--- config.mk ---
export PLATFORM = sky130hd
export DESIGN_NAME = dfpv_back
export DESIGN_NICKNAME = d
export VERILOG_FILES = /design/src/hw/rtl/dfpv_pkg.sv /design/src/hw/rtl/dfpv_back.sv
export SDC_FILE = /design/constraint.sdc
export NUM_CORES = 1
export LEC_CHECK = 0
export BUFFER_PORTS_ARGS = -buffer_cell sky130_fd_sc_hd__buf_2
export CAP_MARGIN = 25
export CORE_ASPECT_RATIO = 1.75
export CORE_MARGIN = 3
export CORE_UTILIZATION = 28
export DETAILED_ROUTE_END_ITERATION = 10
export PLACE_DENSITY = 0.44
export REMOVE_ABC_BUFFERS = 1
export SYNTH_ARGS = -nofsm -noshare
export SYNTH_HDL_FRONTEND = slang
export SYNTH_SLANG_ARGS = --single-unit
--- constraint.sdc ---
create_clock -name clk -period 2.6 [get_ports clk]
set_clock_uncertainty 0.2 [all_clocks]
set_input_delay 0.39 -clock clk [delete_from_list [all_inputs] [get_ports clk]]
set_output_delay 0.39 -clock clk [all_outputs]
set_load 0.01 [all_outputs]
--- src/hw/rtl/dfpv_pkg.sv ---
// package: formats, widths and pipeline tag for the demons force block
`default_nettype none
package dfpv_pkg;
	localparam int VALUE_WIDTH   = 16;
	localparam int FRACTION_BITS = 12;
	localparam int ALPHA_FRAC    = 16;
	localparam int ALPHA_W       = 24;
	localparam int MODE_W        = 2;

	localparam int DIFF_W  = VALUE_WIDTH + 1;          // signed difference / gradient sum
	localparam int MAG_W   = VALUE_WIDTH;              // |d|
	localparam int GMAG_W  = VALUE_WIDTH + 1;          // |g|
	localparam int SQ_W    = 2 * VALUE_WIDTH - 1;      // one squared component
	localparam int SSQ_W   = 2 * VALUE_WIDTH;          // sum of two squares
	localparam int PROD_W  = 2 * VALUE_WIDTH;          // |d|*|g|
	localparam int ATERM_W = ALPHA_W + 2 * MAG_W;      // alpha * d^2
	localparam int DEN_W   = ATERM_W + 1;              // denominator
	localparam int NUM_W   = PROD_W + FRACTION_BITS + ALPHA_FRAC + 1;
	localparam int QW      = 2 * VALUE_WIDTH - 1;      // quotient magnitude bits
	localparam int LANES   = 4;
	localparam int DIV_LAT = QW + 1;

	localparam logic [MODE_W-1:0] MODE_PASSIVE = 2'd0;
	localparam logic [MODE_W-1:0] MODE_ACTIVE  = 2'd1;
	localparam logic [MODE_W-1:0] MODE_INVCON  = 2'd2;

	localparam logic [0:0] REG_FORCE_MODE = 1'b0;
	localparam logic [0:0] REG_ALPHA_SQ   = 1'b1;

	localparam logic [MODE_W-1:0]  MODE_RESET  = MODE_INVCON;
	localparam logic [ALPHA_W-1:0] ALPHA_RESET = 24'd32113;

	typedef struct packed {
		logic             valid;
		logic [LANES-1:0] neg;
		logic             degen;
	} tag_t;
endpackage
`default_nettype wire

--- src/hw/rtl/dfpv_back.sv ---
// back stage: signs, mode one sum, saturation and output register
`default_nettype none
module dfpv_back import dfpv_pkg::*; (
	input  wire logic                    clk,
	input  wire logic                    arst_n,
	input  wire logic                    en,
	input  wire logic [MODE_W-1:0]       mode,
	input  wire tag_t                    tag,
	input  wire logic [LANES-1:0][QW-1:0] quo,
	output logic                         out_valid,
	output logic signed [VALUE_WIDTH-1:0] force_theta,
	output logic signed [VALUE_WIDTH-1:0] force_phi,
	output logic                         degenerate,
	output logic                         saturated
);
	localparam int SUM_W = QW + 3;
	localparam logic signed [SUM_W-1:0] VMAX = SUM_W'((64'sd1 <<< (VALUE_WIDTH - 1)) - 1);
	localparam logic signed [SUM_W-1:0] VMIN = -SUM_W'(64'sd1 <<< (VALUE_WIDTH - 1));

	logic signed [SUM_W-1:0] sv [LANES];
	logic signed [SUM_W-1:0] tot [2];
	logic [VALUE_WIDTH-1:0]  res [2];
	logic [1:0]              clip;

	always_comb begin
		for (int i = 0; i < LANES; i++) begin
			sv[i] = tag.neg[i] ? -$signed(SUM_W'(quo[i])) : $signed(SUM_W'(quo[i]));
		end
		for (int c = 0; c < 2; c++) begin
			tot[c] = sv[c] + ((mode == MODE_ACTIVE) ? sv[c+2] : '0);
			if (tot[c] > VMAX) begin
				res[c]  = VMAX[VALUE_WIDTH-1:0];
				clip[c] = 1'b1;
			end else if (tot[c] < VMIN) begin
				res[c]  = VMIN[VALUE_WIDTH-1:0];
				clip[c] = 1'b1;
			end else begin
				res[c]  = tot[c][VALUE_WIDTH-1:0];
				clip[c] = 1'b0;
			end
		end
	end

	always_ff @(posedge clk or negedge arst_n) begin
		if (!arst_n) begin
			out_valid <= 1'b0;
		end else if (en) begin
			out_valid <= tag.valid;
		end
	end

	always_ff @(posedge clk) begin
		if (en) begin
			force_theta <= tag.degen ? '0 : res[0];
			force_phi   <= tag.degen ? '0 : res[1];
			degenerate  <= tag.degen;
			saturated   <= !tag.degen && (clip != 2'b00);
		end
	end
endmodule
`default_nettype wire

==> run summary <==
status -> finished, violations left
failing checks -> negative setup slack
simple logic cell fraction of the synthesized area -> 24.6%
Post-synth EDFFs -> 34
worst skew pair latency -> 0.28 ns
Die ar. -> 0.0328 mm^2
Detail Route Antenna Nets -> 0
Mapped Avg Cell Area -> 7.28 um^2
Power, Total -> 0.00459 W
Seq cells post-synth -> 35
post-synthesis mux area share -> 0.949%
startpoint types -> input pin
Synth Area in XOR/XNOR -> 17.3%
FF-to-FF path depth -> 1
HP Class -> in -> reg
placed cells -> 2139
largest family of logic cells by synthesized area -> compound AO/OA/AOI/OAI gates
CP bufs+invs -> 4
Max Cap Viol -> 0
area fraction in compound gates after synthesis -> 30.2%
CTS tree -> built
post-synth top area cell -> edfxtp_1
routability cong. -> 0.894
Tcrit/Tclk final -> 218%
delay-heaviest family, CP -> simple AND/OR/NAND/NOR gates
H-tree lvl count -> 2
LEAKAGE -> 6.52 nW
routed via count -> 10800
PD cells -> 327 mW/mm^2
post-synth top area share -> 11.9%
Worst Hold Depth -> 2
pin count of the biggest net entering global routing -> 32
Clock transition at path regs -> 0.05 ns
n_diodes -> 0
Root Driver -> clkbuf_16
fillers -> 3175
area of the multi-input gates -> 0.00766 mm^2
setup ws final -> -3.06 ns
Critical Path Stages -> 26
routed wire length per instance -> 16.1 um
I/O pin cnt -> 170
final hold vios -> 0
Worst EP required -> 2.43 ns
final-report setup violation count -> 33
crit-path max FO -> 7
CTS max path bufs -> 2
Netlist cell types -> 80
Post-Layout Cell Count -> 2164
GR Util All Layers -> 20.3%
FF+latch area -> 0.00105 mm^2
global-route wire length before repair -> 54.6 mm
Num CTS Buffers -> 5
crit end category -> register
Slew @ Worst Pin -> 0.656 ns
DRC Markers -> 0
maximum VDD drop -> 0.000224 V
YS warnings -> 0
Core Box Area -> 0.0301 mm^2
final hold slack -> 0.145 ns
die extent in y -> 237 um
die width -> 138 um
DP Wirelength -> 30.8 mm
dpl ws -> -3.82 ns
Vias/cell -> 5.01
synth top area cells -> edfxtp_1 (12%), ha_1 (10%), xnor2_1 (9.1%)
number of global-route vias before repair -> 11200
# clock sinks -> 35
Crit Path Class -> in -> reg
share of cells above drive strength 1 -> 43.4%
crit path DAT -> 5.50 ns
total wire length -> 34.8 mm
max incr delay on CP -> 0.51 ns
DRT Pass-1 Iters -> 4
adder-cell share of the synthesized area -> 10.7%
setup TNS -> -96.55 ns
Slew headroom -> 56.2%
RSZ-0062 raised after global routing -> yes
Final min period -> 5.66 ns
most common flop cell mapped by yosys -> edfxtp_1
Synth Instances -> 1176
1st-iter DRT viols -> 296
nets -> 1983
Post-synth ARST share -> 2.86%
Area growth syn-to-layout -> 63.9%
synthesized cell area -> 0.00857 mm^2
f_max -> 177 MHz
fin. max-slew vios -> 0
Seq/Total Area, Yosys -> 12.2%
initial antenna violation count -> 1
total gr overflow -> 0
IO buf count -> 169
Crit-path slowest cell -> or4_4
row cnt -> 84
initial core utilization -> 28.5%
Synth top cells by count -> nand2_1 (114), nor2_1 (114), a21oi_1 (92)
==> metal layers <==
metal	global-route usage (%)	vias up	share of wire [%]
li1	-	5597	-
met1	18.2	4989	34
met2	44.5	169	60
met3	1.15	75	1.7
met4	9.26	2	5.1
met5	0	-	0.043
==> cell usage in the layout (no fill, tap or decap), drive strengths merged, types with 8 or more instances in the layout <==
master / netlist / routed
a21oi: 92 / 92
o21bai: 9 / 9
nor3: 23 / 23
nand3: 17 / 17
nor2b: 11 / 11
ha: 70 / 70
edfxtp: 34 / 34
a211oi: 20 / 20
a21o: 27 / 27
clkbuf: 48 / 8
o41ai: 13 / 13
or4: 16 / 16
buf: 7 / 646
inv: 30 / 30
or3: 33 / 33
nor2: 114 / 114
xor2: 76 / 76
or2: 14 / 14
nand2b: 14 / 14
xnor2: 90 / 90
o21ai: 84 / 84
o21a: 14 / 14
o31ai: 51 / 51
nand4: 22 / 22
o211ai: 19 / 19
and2: 7 / 8
nor4: 10 / 10
nand2: 114 / 114
==> final timing paths <==
check	start	slack (ns)	to
max	quo[94]	-3.06	force_phi[6]$_SDFFCE_PP0P_
min	tag[5]	0.14	out_valid$_DFFE_PN0P_
max reg2reg	out_valid$_DFFE_PN0P_	1.66	out_valid$_DFFE_PN0P_
min reg2reg	out_valid$_DFFE_PN0P_	0.30	out_valid$_DFFE_PN0P_
max in group asynchronous	arst_n	1.91	out_valid$_DFFE_PN0P_
min in group asynchronous	arst_n	0.21	out_valid$_DFFE_PN0P_
==> logic make-up after synthesis <==
| group | Yosys count |
|---|---|
| AOI/OAI and AO/OA | 389 |
| DFF | 35 |
| adders and majority gates | 72 |
| buffers and inverters | 85 |
| and+or+nand+nor | 420 |
| xor gates and xnor gates | 167 |
| muxes | 8 |
==> cell type report <==
class / instances / area share, %
Multi-Input combinational cell: 1057 / 54.6
Tap cell: 387 / 3.45
Inverter: 30 / 0.838
Timing Repair Buffer: 647 / 32.5
Sequential cell: 35 / 7.45
Clock buffer: 8 / 1.11
==> state kept, by name, summed over array words and instances (netlist names) <==
name and count:
force_phi 16, out_valid 1, force_theta 16, degenerate 1, saturated 1
==> timing repair <==
action,CTS,global route
pin swaps,43,27
endpoints found under the hold margin,1,0
resized for setup,94,40
endpoints found under the setup margin,33,33
setup buffers,14,0
cloned,2,0
hold buffers,1,0
==> where the power goes <==
| part | leakage (nW) | switching, W | internal (W) |
|---|---|---|---|
| clock | 0.0772 | 0.000225 | 0.000408 |
| sequential | 0.340 | 0.0000259 | 0.000716 |
| combinational | 6.10 | 0.00159 | 0.00162 |
| total | 6.52 | 0.00184 | 0.00274 |
==> stage by stage <==
step                util, %  area, um^2
floorplan                 -        8340
global placement       44.0       13200
detailed placement     44.0       13200
CTS                    46.2       13900
global route           46.7       14000
finish                 46.7       14000
Power figures use the tool's default switching activity.
